## config.mk

```make
export PLATFORM = sky130hd
export DESIGN_NAME = json_scalar_token_validator_unit
export DESIGN_NICKNAME = d
export VERILOG_FILES = /design/src/rtl/jsv_pkg.sv /design/src/rtl/jsv_scan.sv /design/src/rtl/json_scalar_token_validator_unit.sv
export SDC_FILE = /design/constraint.sdc
export NUM_CORES = 1
export LEC_CHECK = 0
export BUFFER_PORTS_ARGS = -buffer_cell sky130_fd_sc_hd__buf_2
export CAP_MARGIN = 5
export CORE_MARGIN = 2
export CORE_UTILIZATION = 55
export CTS_BUF_LIST = sky130_fd_sc_hd__clkbuf_8
export DETAILED_ROUTE_END_ITERATION = 12
export GPL_TIMING_DRIVEN = 1
export PLACE_DENSITY = 0.73
export REMOVE_ABC_BUFFERS = 1
export SLEW_MARGIN = 0
export SYNTH_ARGS = -nofsm -noshare
export SYNTH_HDL_FRONTEND = slang
export SYNTH_SLANG_ARGS = --single-unit
```

## constraint.sdc

```tcl
create_clock -name clk -period 3.65 [get_ports clk]
set_clock_uncertainty 0.2 [all_clocks]
set_input_delay 0.365 -clock clk [delete_from_list [all_inputs] [get_ports clk]]
set_output_delay 0.365 -clock clk [all_outputs]
set_load 0.01 [all_outputs]
```

## src/rtl/jsv_pkg.sv

```systemverilog
`default_nettype none

package jsv_pkg;

  // Scan phases of the recognizer. Codes above PH_ERR are never reached.
  typedef enum logic [3:0] {
    PH_LEAD   = 4'd0,
    PH_LIT    = 4'd1,
    PH_SIGN   = 4'd2,
    PH_ZERO   = 4'd3,
    PH_INT    = 4'd4,
    PH_DOT    = 4'd5,
    PH_FRAC   = 4'd6,
    PH_EXP    = 4'd7,
    PH_EXPSGN = 4'd8,
    PH_EXPDIG = 4'd9,
    PH_TRAIL  = 4'd10,
    PH_ERR    = 4'd11
  } phase_t;

  typedef enum logic [1:0] {
    ST_OK        = 2'd0,
    ST_EXPECT    = 2'd1,
    ST_INVALID   = 2'd2,
    ST_NOTSINGLE = 2'd3
  } status_t;

  typedef enum logic [1:0] {
    KIND_NULL   = 2'd0,
    KIND_FALSE  = 2'd1,
    KIND_TRUE   = 2'd2,
    KIND_NUMBER = 2'd3
  } kind_t;

  typedef struct packed {
    status_t status;
    kind_t   kind;
  } scan_result_t;

  localparam logic [7:0] CH_END   = 8'h00;
  localparam logic [7:0] CH_MINUS = 8'h2D;
  localparam logic [7:0] CH_PLUS  = 8'h2B;
  localparam logic [7:0] CH_DOT   = 8'h2E;
  localparam logic [7:0] CH_ZERO  = 8'h30;
  localparam logic [7:0] CH_NINE  = 8'h39;
  localparam logic [7:0] CH_LOW_E = 8'h65;
  localparam logic [7:0] CH_UP_E  = 8'h45;
  localparam logic [7:0] CH_N     = 8'h6E;
  localparam logic [7:0] CH_F     = 8'h66;
  localparam logic [7:0] CH_T     = 8'h74;

  function automatic logic is_ws(input logic [7:0] c);
    return (c == 8'h20) || (c == 8'h09) || (c == 8'h0A) || (c == 8'h0D);
  endfunction

  function automatic logic is_digit(input logic [7:0] c);
    return (c >= CH_ZERO) && (c <= CH_NINE);
  endfunction

  function automatic logic is_exp(input logic [7:0] c);
    return (c == CH_LOW_E) || (c == CH_UP_E);
  endfunction

  // Length of each literal; the unused choice spells null.
  function automatic logic [2:0] lit_len(input logic [1:0] choice);
    logic [2:0] len;
    case (choice)
      2'd1:    len = 3'd5;
      default: len = 3'd4;
    endcase
    return len;
  endfunction

  // Character of a literal at a position; zero past its end.
  function automatic logic [7:0] lit_char(input logic [1:0] choice, input logic [2:0] pos);
    logic [7:0] ch;
    ch = 8'h00;
    case (choice)
      2'd1: begin
        case (pos)
          3'd0:    ch = 8'h66;
          3'd1:    ch = 8'h61;
          3'd2:    ch = 8'h6C;
          3'd3:    ch = 8'h73;
          3'd4:    ch = 8'h65;
          default: ch = 8'h00;
        endcase
      end
      2'd2: begin
        case (pos)
          3'd0:    ch = 8'h74;
          3'd1:    ch = 8'h72;
          3'd2:    ch = 8'h75;
          3'd3:    ch = 8'h65;
          default: ch = 8'h00;
        endcase
      end
      default: begin
        case (pos)
          3'd0:    ch = 8'h6E;
          3'd1:    ch = 8'h75;
          3'd2:    ch = 8'h6C;
          3'd3:    ch = 8'h6C;
          default: ch = 8'h00;
        endcase
      end
    endcase
    return ch;
  endfunction

endpackage

`default_nettype wire

```

## src/rtl/jsv_scan.sv

```systemverilog
`default_nettype none

// Recognizer state machine. One character is consumed in each cycle that
// step is high; on the end character the result is presented and the state
// returns to its reset values.
module jsv_scan (
  input  wire logic                  clk,
  input  wire logic                  rst,
  input  wire logic                  step,
  input  wire logic [7:0]            text_byte,
  output jsv_pkg::scan_result_t      result
);

  jsv_pkg::phase_t  phase, phase_next;
  logic [2:0]       lit_pos, lit_pos_next;
  logic [1:0]       lit_choice, lit_choice_next;
  jsv_pkg::status_t err, err_next;
  jsv_pkg::kind_t   kind, kind_next;

  logic             c_ws;
  logic             c_digit;
  logic             c_end;
  logic [2:0]       pos_inc;

  assign c_ws    = jsv_pkg::is_ws(text_byte);
  assign c_digit = jsv_pkg::is_digit(text_byte);
  assign c_end   = (text_byte == jsv_pkg::CH_END);
  assign pos_inc = lit_pos + 3'd1;

  // Next state.
  always_comb begin
    phase_next      = phase;
    lit_pos_next    = lit_pos;
    lit_choice_next = lit_choice;
    err_next        = err;
    kind_next       = kind;
    case (phase)
      jsv_pkg::PH_LEAD: begin
        if (c_ws) begin
          phase_next = jsv_pkg::PH_LEAD;
        end else if (c_end) begin
          err_next   = jsv_pkg::ST_EXPECT;
          phase_next = jsv_pkg::PH_ERR;
        end else if (text_byte == jsv_pkg::CH_N || text_byte == jsv_pkg::CH_F ||
                     text_byte == jsv_pkg::CH_T) begin
          lit_choice_next = (text_byte == jsv_pkg::CH_N) ? 2'd0 :
                            ((text_byte == jsv_pkg::CH_F) ? 2'd1 : 2'd2);
          lit_pos_next    = 3'd1;
          phase_next      = jsv_pkg::PH_LIT;
        end else if (text_byte == jsv_pkg::CH_MINUS) begin
          phase_next = jsv_pkg::PH_SIGN;
        end else if (text_byte == jsv_pkg::CH_ZERO) begin
          phase_next = jsv_pkg::PH_ZERO;
        end else if (c_digit) begin
          phase_next = jsv_pkg::PH_INT;
        end else begin
          err_next   = jsv_pkg::ST_INVALID;
          phase_next = jsv_pkg::PH_ERR;
        end
      end
      jsv_pkg::PH_LIT: begin
        if (lit_pos < jsv_pkg::lit_len(lit_choice) &&
            text_byte == jsv_pkg::lit_char(lit_choice, lit_pos)) begin
          lit_pos_next = pos_inc;
          if (pos_inc >= jsv_pkg::lit_len(lit_choice)) begin
            kind_next  = jsv_pkg::kind_t'(lit_choice);
            phase_next = jsv_pkg::PH_TRAIL;
          end
        end else begin
          err_next   = jsv_pkg::ST_INVALID;
          phase_next = jsv_pkg::PH_ERR;
        end
      end
      jsv_pkg::PH_SIGN: begin
        if (text_byte == jsv_pkg::CH_ZERO) begin
          phase_next = jsv_pkg::PH_ZERO;
        end else if (c_digit) begin
          phase_next = jsv_pkg::PH_INT;
        end else begin
          err_next   = jsv_pkg::ST_INVALID;
          phase_next = jsv_pkg::PH_ERR;
        end
      end
      jsv_pkg::PH_ZERO, jsv_pkg::PH_INT, jsv_pkg::PH_FRAC: begin
        if ((phase != jsv_pkg::PH_ZERO) && c_digit) begin
          phase_next = phase;
        end else if ((phase != jsv_pkg::PH_FRAC) && text_byte == jsv_pkg::CH_DOT) begin
          phase_next = jsv_pkg::PH_DOT;
        end else if (jsv_pkg::is_exp(text_byte)) begin
          phase_next = jsv_pkg::PH_EXP;
        end else begin
          kind_next = jsv_pkg::KIND_NUMBER;
          if (c_ws || c_end) begin
            phase_next = jsv_pkg::PH_TRAIL;
          end else begin
            err_next   = jsv_pkg::ST_NOTSINGLE;
            phase_next = jsv_pkg::PH_ERR;
          end
        end
      end
      jsv_pkg::PH_DOT, jsv_pkg::PH_EXPSGN: begin
        if (c_digit) begin
          phase_next = (phase == jsv_pkg::PH_DOT) ? jsv_pkg::PH_FRAC : jsv_pkg::PH_EXPDIG;
        end else begin
          err_next   = jsv_pkg::ST_INVALID;
          phase_next = jsv_pkg::PH_ERR;
        end
      end
      jsv_pkg::PH_EXP: begin
        if (text_byte == jsv_pkg::CH_PLUS || text_byte == jsv_pkg::CH_MINUS) begin
          phase_next = jsv_pkg::PH_EXPSGN;
        end else if (c_digit) begin
          phase_next = jsv_pkg::PH_EXPDIG;
        end else begin
          err_next   = jsv_pkg::ST_INVALID;
          phase_next = jsv_pkg::PH_ERR;
        end
      end
      jsv_pkg::PH_EXPDIG: begin
        if (!c_digit) begin
          kind_next = jsv_pkg::KIND_NUMBER;
          if (c_ws || c_end) begin
            phase_next = jsv_pkg::PH_TRAIL;
          end else begin
            err_next   = jsv_pkg::ST_NOTSINGLE;
            phase_next = jsv_pkg::PH_ERR;
          end
        end
      end
      jsv_pkg::PH_TRAIL: begin
        if (!(c_ws || c_end)) begin
          err_next   = jsv_pkg::ST_NOTSINGLE;
          phase_next = jsv_pkg::PH_ERR;
        end
      end
      default: begin
        phase_next = phase;
      end
    endcase
  end

  // Result seen at the end character: the first error, or the kind found.
  always_comb begin
    result.status = err_next;
    if (err_next != jsv_pkg::ST_OK) begin
      result.kind = jsv_pkg::KIND_NULL;
    end else begin
      result.kind = kind_next;
    end
  end

  always_ff @(posedge clk) begin
    if (rst) begin
      phase      <= jsv_pkg::PH_LEAD;
      lit_pos    <= 3'd0;
      lit_choice <= 2'd0;
      err        <= jsv_pkg::ST_OK;
      kind       <= jsv_pkg::KIND_NULL;
    end else if (step) begin
      if (c_end) begin
        phase      <= jsv_pkg::PH_LEAD;
        lit_pos    <= 3'd0;
        lit_choice <= 2'd0;
        err        <= jsv_pkg::ST_OK;
        kind       <= jsv_pkg::KIND_NULL;
      end else begin
        phase      <= phase_next;
        lit_pos    <= lit_pos_next;
        lit_choice <= lit_choice_next;
        err        <= err_next;
        kind       <= kind_next;
      end
    end
  end

endmodule

`default_nettype wire

```

## src/rtl/json_scalar_token_validator_unit.sv

```systemverilog
// JSON scalar recognizer.
// Text arrives on the slave stream one character per transfer; a zero
// character ends the text. The block checks that the text holds exactly one
// JSON scalar (null, false, true or a number) with optional whitespace around
// it, and on the zero character sends one result transfer on the master
// stream carrying a status and the kind of value. Nonzero characters produce
// no result. After a result the recognizer is ready for the next text.
// Each accepted character is held in an input register; a nonzero one is
// consumed by the state machine in the following cycle, so one character per
// cycle is taken unless a zero character waits. A result is loaded into the
// output register at the clock edge that consumes its zero character, and it
// sits there until it is taken.
// When the receiver stalls, nonzero characters keep flowing; a zero character
// waits in the input register until the output register is free, and while
// it waits the slave side takes no characters.
// Synchronous reset empties both registers and returns the recognizer to the
// leading whitespace phase with no error latched.
`default_nettype none

module json_scalar_token_validator_unit (
  input  wire logic       clk,
  input  wire logic       rst,
  input  wire logic       s_tvalid,
  output logic            s_tready,
  input  wire logic [7:0] s_tdata,   // [7:0] text_byte
  output logic            m_tvalid,
  input  wire logic       m_tready,
  output logic [7:0]      m_tdata    // [1:0] parse_status, [3:2] value_kind, [7:4] zero
);

  logic                  in_valid;
  logic [7:0]            in_byte;
  logic                  step;
  logic                  in_end;
  jsv_pkg::scan_result_t result;

  assign in_end   = (in_byte == jsv_pkg::CH_END);
  // A nonzero character always advances; an end character needs room for its result.
  assign step     = in_valid && (!in_end || !m_tvalid || m_tready);
  assign s_tready = !in_valid || step;

  always_ff @(posedge clk) begin
    if (rst) begin
      in_valid <= 1'b0;
    end else if (s_tvalid && s_tready) begin
      in_valid <= 1'b1;
    end else if (step) begin
      in_valid <= 1'b0;
    end
  end

  always_ff @(posedge clk) begin
    if (s_tvalid && s_tready) begin
      in_byte <= s_tdata;
    end
  end

  jsv_scan u_scan (
    .clk       (clk),
    .rst       (rst),
    .step      (step),
    .text_byte (in_byte),
    .result    (result)
  );

  always_ff @(posedge clk) begin
    if (rst) begin
      m_tvalid <= 1'b0;
    end else if (step && in_end) begin
      m_tvalid <= 1'b1;
    end else if (m_tready) begin
      m_tvalid <= 1'b0;
    end
  end

  always_ff @(posedge clk) begin
    if (step && in_end) begin
      m_tdata <= {4'b0000, result.kind, result.status};
    end
  end

  // An error result never carries a value kind.
  assert property (@(posedge clk) disable iff (rst)
    m_tvalid |-> (m_tdata[1:0] == jsv_pkg::ST_OK || m_tdata[3:2] == jsv_pkg::KIND_NULL))
    else $error("error result with nonzero value kind");

  // Consuming an end character always loads a result.
  assert property (@(posedge clk) disable iff (rst)
    (step && in_end) |=> m_tvalid)
    else $error("end character consumed without a result");

  // A nonzero character never creates a result.
  assert property (@(posedge clk) disable iff (rst)
    (!m_tvalid && !(step && in_end)) |=> !m_tvalid)
    else $error("result produced without an end character");

  // The input register never drops a character it has not consumed.
  assert property (@(posedge clk) disable iff (rst)
    (in_valid && !step) |=> (in_valid && $stable(in_byte)))
    else $error("pending character lost");

endmodule

`default_nettype wire

```

==> results of run 1 <==
power groups by stage:
stage          combinational, mW  clock [mW]  sequential, mW
4_1_cts                    0.195       0.183           0.356
3_5_place_dp               0.194           0           0.363
6_report                   0.201       0.180           0.357
3_3_place_gp               0.191           0           0.361
2_1_floorplan              0.127           0           0.364
5_1_grt                    0.220       0.196           0.360
placed cells by master (no fill, tap or decap), types with 4 or more instances in the layout:
cell type / netlist / final
buf_4: 5 / 14
a221oi_1: 5 / 5
buf_2: 5 / 17
a211oi_1: 6 / 6
nor2b_1: 12 / 12
nor3_1: 13 / 13
o21ai_0: 22 / 22
nor2_1: 28 / 28
nand3_1: 6 / 6
and2_1: 5 / 5
a21oi_1: 29 / 29
o211ai_1: 6 / 6
inv_1: 16 / 16
nand2b_1: 11 / 11
edfxtp_1: 12 / 12
o21ai_1: 5 / 5
dfxtp_1: 15 / 15
conb_1: 1 / 4
ha_1: 10 / 10
nand2_1: 37 / 37
or4_1: 4 / 4
a31oi_1: 4 / 4
nor4bb_1: 4 / 4
a32oi_1: 4 / 4
worst paths after layout:
path	startpoint	to	slack (ns)	cells after the start
max	u_scan.lit_pos[0]	u_scan.phase[2]	0.16	10
min	s_tdata[2]	in_byte[2]	0.05	1
max reg2reg	u_scan.lit_pos[0]	u_scan.phase[2]	0.16	10
min reg2reg	u_scan.err[0]	u_scan.err[0]	0.26	2
per-layer routing:
layer / vias to the layer above / share of wire, %
met5: - / 0
met2: 138 / 45
li1: 1375 / -
met3: 21 / 7.1
met1: 1344 / 45
met4: 0 / 2.7
cell type report:
| cell class | count | area (um^2) | share of cell area (%) |
|---|---|---|---|
| multi-input combinational | 292 | 1860 | 64.1 |
| sequential | 27 | 661 | 22.8 |
| timing repair buffer | 31 | 190 | 6.55 |
| tap | 67 | 83.8 | 2.89 |
| inverter | 16 | 60.1 | 2.07 |
| clock buffer | 3 | 41.3 | 1.42 |
| clock inverter | 1 | 6.26 | 0.216 |
sequential cells by signal (all words and copies together), names as in the netlist:
| name | count |
|---|---|
| in_byte | 8 |
| u_scan.kind | 2 |
| u_scan.lit_pos | 3 |
| m_tdata | 4 |
| u_scan.lit_choice | 2 |
| m_tvalid | 1 |
| u_scan.phase | 4 |
| in_valid | 1 |
| u_scan.err | 2 |
critical path, cell delays in order (launching register included):
cell	delay, ns
dfxtp_1	0.44
inv_1	0.12
ha_1	0.29
or3_4	0.39
o311ai_1	0.26
a31oi_1	0.17
mux2i_1	0.18
or4_4	0.57
o31a_1	0.36
or3_1	0.32
a21oi_1	0.13
cells by family (layout without fill, tap and decap cells):
kind of cell	Yosys count	count (layout)	share of synthesized area [%]
AOI/OAI and AO/OA	128	128	32.7
xor gates and xnor gates	2	2	0.649
adders and majority gates	11	11	5.00
buffers and inverters	44	51	7.32
DFF	27	27	24.5
muxes	3	3	1.11
other	1	4	0.139
and+or+nand+nor	144	144	28.7
repair_timing:
item / in CTS / in global routing
endpoints found under the hold margin: 0 / 0
setup endpoints to repair: 0 / 1
hold buffers: 0 / 0
gates resized for setup: 0 / 1
per-stage QoR:
step / setup slack (ns) / hold slack, ns / cell area, um^2 / util (%)
global route: 0.00357 / 0.0430 / 2900 / 61.4
CTS: 0.176 / 0.0515 / 2900 / 61.3
global placement: 0.335 / 0.235 / 2850 / 60.3
floorplan: 0.474 / 0.221 / 2570 / -
detailed placement: 0.206 / 0.246 / 2850 / 60.3
finish: 0.159 / 0.0549 / 2900 / 61.4
==> reports/results.ini, run 1 <==
[global_route]
grtUsageMet1_pct=38.6
grt_max_degree=30
grt_busiest_layer=met2
grt_remaining_overflow=0
grt_pass1_vias=2583
grt_use_met2_pct=45.7
grtUsageMet3_pct=4.20
antenna_found_initial=0
globalRouteTotalUtil_pct=28.5
grt_pass1_wl_um=12200

[pwr]
power_mw=0.739
power_leakage_nw=1.06
power_density_nw_per_um2=255
p_int_mw=0.487
power.switching_mw=0.252
clkPwrFrac_pct=24.4
ir_drop_mv=0.145
p_sw_share_pct=34.1
pwr-share-seq_pct=48.3
p_comb_share_pct=27.3

[synthesis]
netlist_area_um2=2700
synth-edff-count=12
synthTopCellsByCount=nand2_1 (37), a21oi_1 (29), nor2_1 (28), o21ai_0 (22), clkbuf_1 (17)
syn_avg_cell_area_um2=7.50
yosys_warnings=0
ys_seq_area_share_pct=24.5
async_flop_share_pct=0
yosysMostFrequentCell=nand2_1
synthTopCellsByArea=edfxtp_1 (13%), dfxtp_1 (11%), a21oi_1 (5.4%)
yosys_register_bits=27
synth_top_area_share_pct=13.3
synth_flop_cell=dfxtp_1
syn_inst=360
synth_cell_types=67
synth_largest_area_cell=edfxtp_1

[cells_and_area]
antenna_cells=0
drive_gt1_share_pct=12.4
stdcell_count=437
nets=393
n_fill_cell=448
area_growth_pct=7.41

[outcome]
status=finished clean

[placement]
io_buffers=17
dp.cells=433
gp_congestion=0.974
hpwl_um=5470

[floorplan]
start_util_pct=57.2
num_rows=25
die_x_um=74.1
ioPinCount=22
core_area_um2=4720
dieArea_um2=5490
fp.dieH_um=74.1

[worst_setup_path]
cp_max_fo=7
crit_type=register to register
cp.arrival_ns=3.51
critPathLaunchType=register
cp.required_ns=3.67
end_kind=register

[timing]
rsz0062_at_grt=no
post-route-period-util_pct=95.7
finalMaxSlewViolations=0
worst_slew_pin_slew_ns=0.954
hold_violations=0
slew_headroom_pct=36.4
finalSetupViolCount=0
tns_ns=0
layout_min_cycle_time_ns=3.49
fmax_mhz=286

[clock_tree]
clkTransAtPathRegs_ns=0.10
cts-root-buf=clkbuf_8
cts_tree=yes
cts_buffers=3
cts.sinks=27
cts.htree.levels=1
post-cts-setup-buffer-count=0
insertion_delay_ns=0.28
cts_buffer_depth=2

[detailed_routing]
drtIter0Drc=378
routed-via-count=2878
vias_per_cell=6.59
wl_per_cell_um=17.1
first_pass_iters=5
drc=0
detail-route-antenna-nets=0
postRouteWirelength_um=7490

[hold_path]
hp-class=primary input to register

[run]
cap_violations=0

Note: power is estimated with default switching activity, not from simulation.
==> inputs of run 2 (changes only) <==
--- a/config.mk
+++ b/config.mk
@@ -17,4 +17,5 @@
 export SLEW_MARGIN = 0
 export SYNTH_ARGS = -nofsm -noshare
 export SYNTH_HDL_FRONTEND = slang
+export SYNTH_HIERARCHICAL = 1
 export SYNTH_SLANG_ARGS = --single-unit
==> run 2 against run 1 <==
  * Fmax rose by 1.4%
  * Combinational power barely moved
  * Sequential power rose by 2%
  * Largest power group unchanged
  * Critical path type unchanged
  * Register-to-register slack improved by 0.05 ns
==> reports/results.ini, run 2 <==
[synthesis]
synthTopCellsByCount=nand2_1 (27), nor2_1 (27), a21oi_1 (24), o21ai_0 (19)
ys_seq_area_share_pct=24.0  ; -0.48 points
yosys-mux-area-fraction_pct=1.14  ; +0.024 points
yosys_register_bits=27  ; unchanged
yosys_warnings=6  ; +6
synth_top_family_by_area=compound AO/OA/AOI/OAI gates
synth_cell_types=84  ; +25%
synth_flop_cell=dfxtp_1
synth_xor_area_share_pct=0.636  ; -0.013 points
synth_largest_area_cell=edfxtp_1
synthAdderAreaFrac_pct=4.54  ; -0.46 points
syn_avg_cell_area_um2=7.87  ; +4.9%
synth_compound_area_share_pct=34.1  ; +1.4 points
netlist_area_um2=2760  ; +2.0%
synth-edff-count=12  ; unchanged
synth_simple_gate_area_share_pct=28.6  ; -0.11 points
async_flop_share_pct=0  ; unchanged
syn_inst=350  ; -2.8%
synth_top_area_share_pct=13.1  ; -0.26 points
synthTopCellsByArea=edfxtp_1 (13%), dfxtp_1 (11%), ha_1 (4.5%)

[clock_tree]
cts_tree=yes
cts_resized=0  ; unchanged
cts_buffers=3  ; unchanged
hold_buffers=0  ; unchanged
clkTransAtPathRegs_ns=0.10  ; about the same
insertion_delay_ns=0.28  ; about the same
post-cts-setup-buffer-count=0  ; unchanged
cts.sinks=27  ; unchanged
cts_buffer_depth=2  ; unchanged
cts-root-buf=clkbuf_8
cts.htree.levels=1  ; unchanged

[cells_and_area]
antenna_cells=0  ; unchanged
largest_reg_flops=8  ; unchanged
multi_input_area_um2=1910  ; +3.0%
reg.largest.list=in_byte x8, m_tdata x4, u_scan/phase x4
area_growth_pct=6.31
top_register=in_byte
nets=381  ; -3.1%
regArea_um2=661  ; unchanged
drive_gt1_share_pct=15.9  ; +3.5 points
most-common-layout-cells=nand2_1 (27), nor2_1 (27), a21oi_1 (24)
n_fill_cell=414  ; -7.6%

[timing]
tns_ns=0  ; unchanged
post-route-period-util_pct=94.3  ; -1.3 points
slew_headroom_pct=18.4  ; -18 points
hold_violations=0  ; unchanged
layout_min_cycle_time_ns=3.44  ; -0.0489 ns
finalSetupViolCount=0  ; unchanged
worst_slew_pin_slew_ns=1.22  ; +0.264 ns
finalMaxSlewViolations=0  ; unchanged
rsz0062_at_grt=no
fmax_mhz=290  ; +1.4%

[worst_setup_path]
cp.required_ns=3.46  ; -0.21 ns
path_cells=inv_1, ha_1, or3_4, a21oi_2, a211oi_1, or3_4, or3_4, or3_1, a21oi_1, nor4_1
critPathLaunchType=register
crit_type=register to register
cp_max_fo=8  ; +1
worst-path-buf-inv=1  ; unchanged
slowest_delay_ns=0.43  ; -0.14 ns
critPathSlowestCell=or3_4
r2r_slack_ns=0.21  ; +0.05 ns
end_kind=register
cp.arrival_ns=3.26  ; -0.25 ns
crit_top_cell=or3_4
crit_family=simple AND/OR/NAND/NOR gates

[floorplan]
fp.dieH_um=74.8  ; +0.94%
core_area_um2=4790  ; +1.3%
die_x_um=74.8  ; +0.94%
ioPinCount=22  ; unchanged
start_util_pct=57.6  ; +0.38 points
num_rows=25  ; unchanged
dieArea_um2=5590  ; +1.9%

[global_route]
antenna_found_initial=0  ; unchanged
grt_remaining_overflow=0  ; unchanged
globalRouteTotalUtil_pct=27.6  ; -0.93 points
grt_pass1_vias=2558  ; -0.97%
grt_max_degree=24  ; -20%
grt_pass1_wl_um=12100  ; -0.96%

[pwr]
power_density_nw_per_um2=251  ; -1.3%
power_leakage_nw=1.03  ; -3.0%
ir_drop_mv=0.214  ; +48%
power_mw=0.736  ; -0.36%

[detailed_routing]
detail-route-antenna-nets=0  ; unchanged
postRouteWirelength_um=7170  ; -4.3%
routed-via-count=2794  ; -2.9%
drc=0  ; unchanged
first_pass_iters=5  ; unchanged
vias_per_cell=6.57  ; -0.18%
drtIter0Drc=301  ; -20%
wl_per_cell_um=16.9  ; -1.6%

[placement]
gp_congestion=1.00  ; +2.7%
hpwl_um=5210  ; -4.7%
io_buffers=17  ; unchanged

[run]
cap_violations=0  ; unchanged

[outcome]
status=finished clean

[hold_path]
hp-class=primary input to register

## run 2: cell count changes in the layout (fill, tap and decap cells not counted), sizes merged, moves of 4 or more
| cell | previous run | this run |
|---|---|---|
| nand2 | 37 | 28 |
| nor3 | 13 | 6 |
| nor4 | 4 | 10 |
| o21ai | 27 | 22 |
| or3 | 4 | 9 |
| a211o | 1 | 5 |
| buf | 31 | 27 |
| nor4bb | 4 | 0 |
## run 2: path summary, 6_finish.rpt
| check | startpoint | cells past startpoint | to |
|---|---|---|---|
| setup reg to reg | u_scan/lit_pos[0] | 10 | m_tdata[3] |
| setup / recovery | u_scan/lit_pos[0] | 10 | m_tdata[3] |
| hold / removal | s_tdata[4] | 1 | in_byte[4] |
| hold reg to reg | u_scan/lit_choice[1] | 2 | u_scan/lit_choice[1] |
## run 2: cell families after synthesis
family / Yosys count
fa+ha+maj: 10
buf+inv: 43
other cells: 1
xor+xnor: 2
simple gates: 139
compound gates: 125
flops: 27
mux: 3
## run 2: cell type report
type / count / share of cell area, %
flip-flops and latches: 27 / 22.6
repair buffers: 27 / 5.47
multi-input cells: 283 / 65.4
clock inverters: 1 / 0.171
inverters: 17 / 2.18
clock buffers: 3 / 1.41
well taps: 67 / 2.86
## run 2: metal layers
metal | wire, um | global-route usage, %
met5 | 0 | 0
met4 | 85 | 6.75
met3 | 432 | 3.61
met2 | 3330 | 44.3
met1 | 3320 | 39.5
## run 2: through the flow
stage	hold WS (ns)	instances	utilization, %	cell area (um^2)	setup WS (ns)
2_1_floorplan	0.231	327	-	2640	0.483
3_3_place_gp	0.294	421	60.2	2880	0.358
3_5_place_dp	0.293	421	60.2	2880	0.252
4_1_cts	0.0484	425	61.2	2930	0.220
5_1_grt	0.0474	425	61.2	2930	0.0397
6_report	0.0553	425	61.2	2930	0.207
## run 2: where the power goes
part / switching [mW] / internal [mW] / leakage, nW / total [mW]
Combinational: 0.119 / 0.0806 / 0.767 / 0.199
Sequential: 0.0327 / 0.332 / 0.236 / 0.364
Clock: 0.0956 / 0.0766 / 0.0255 / 0.172
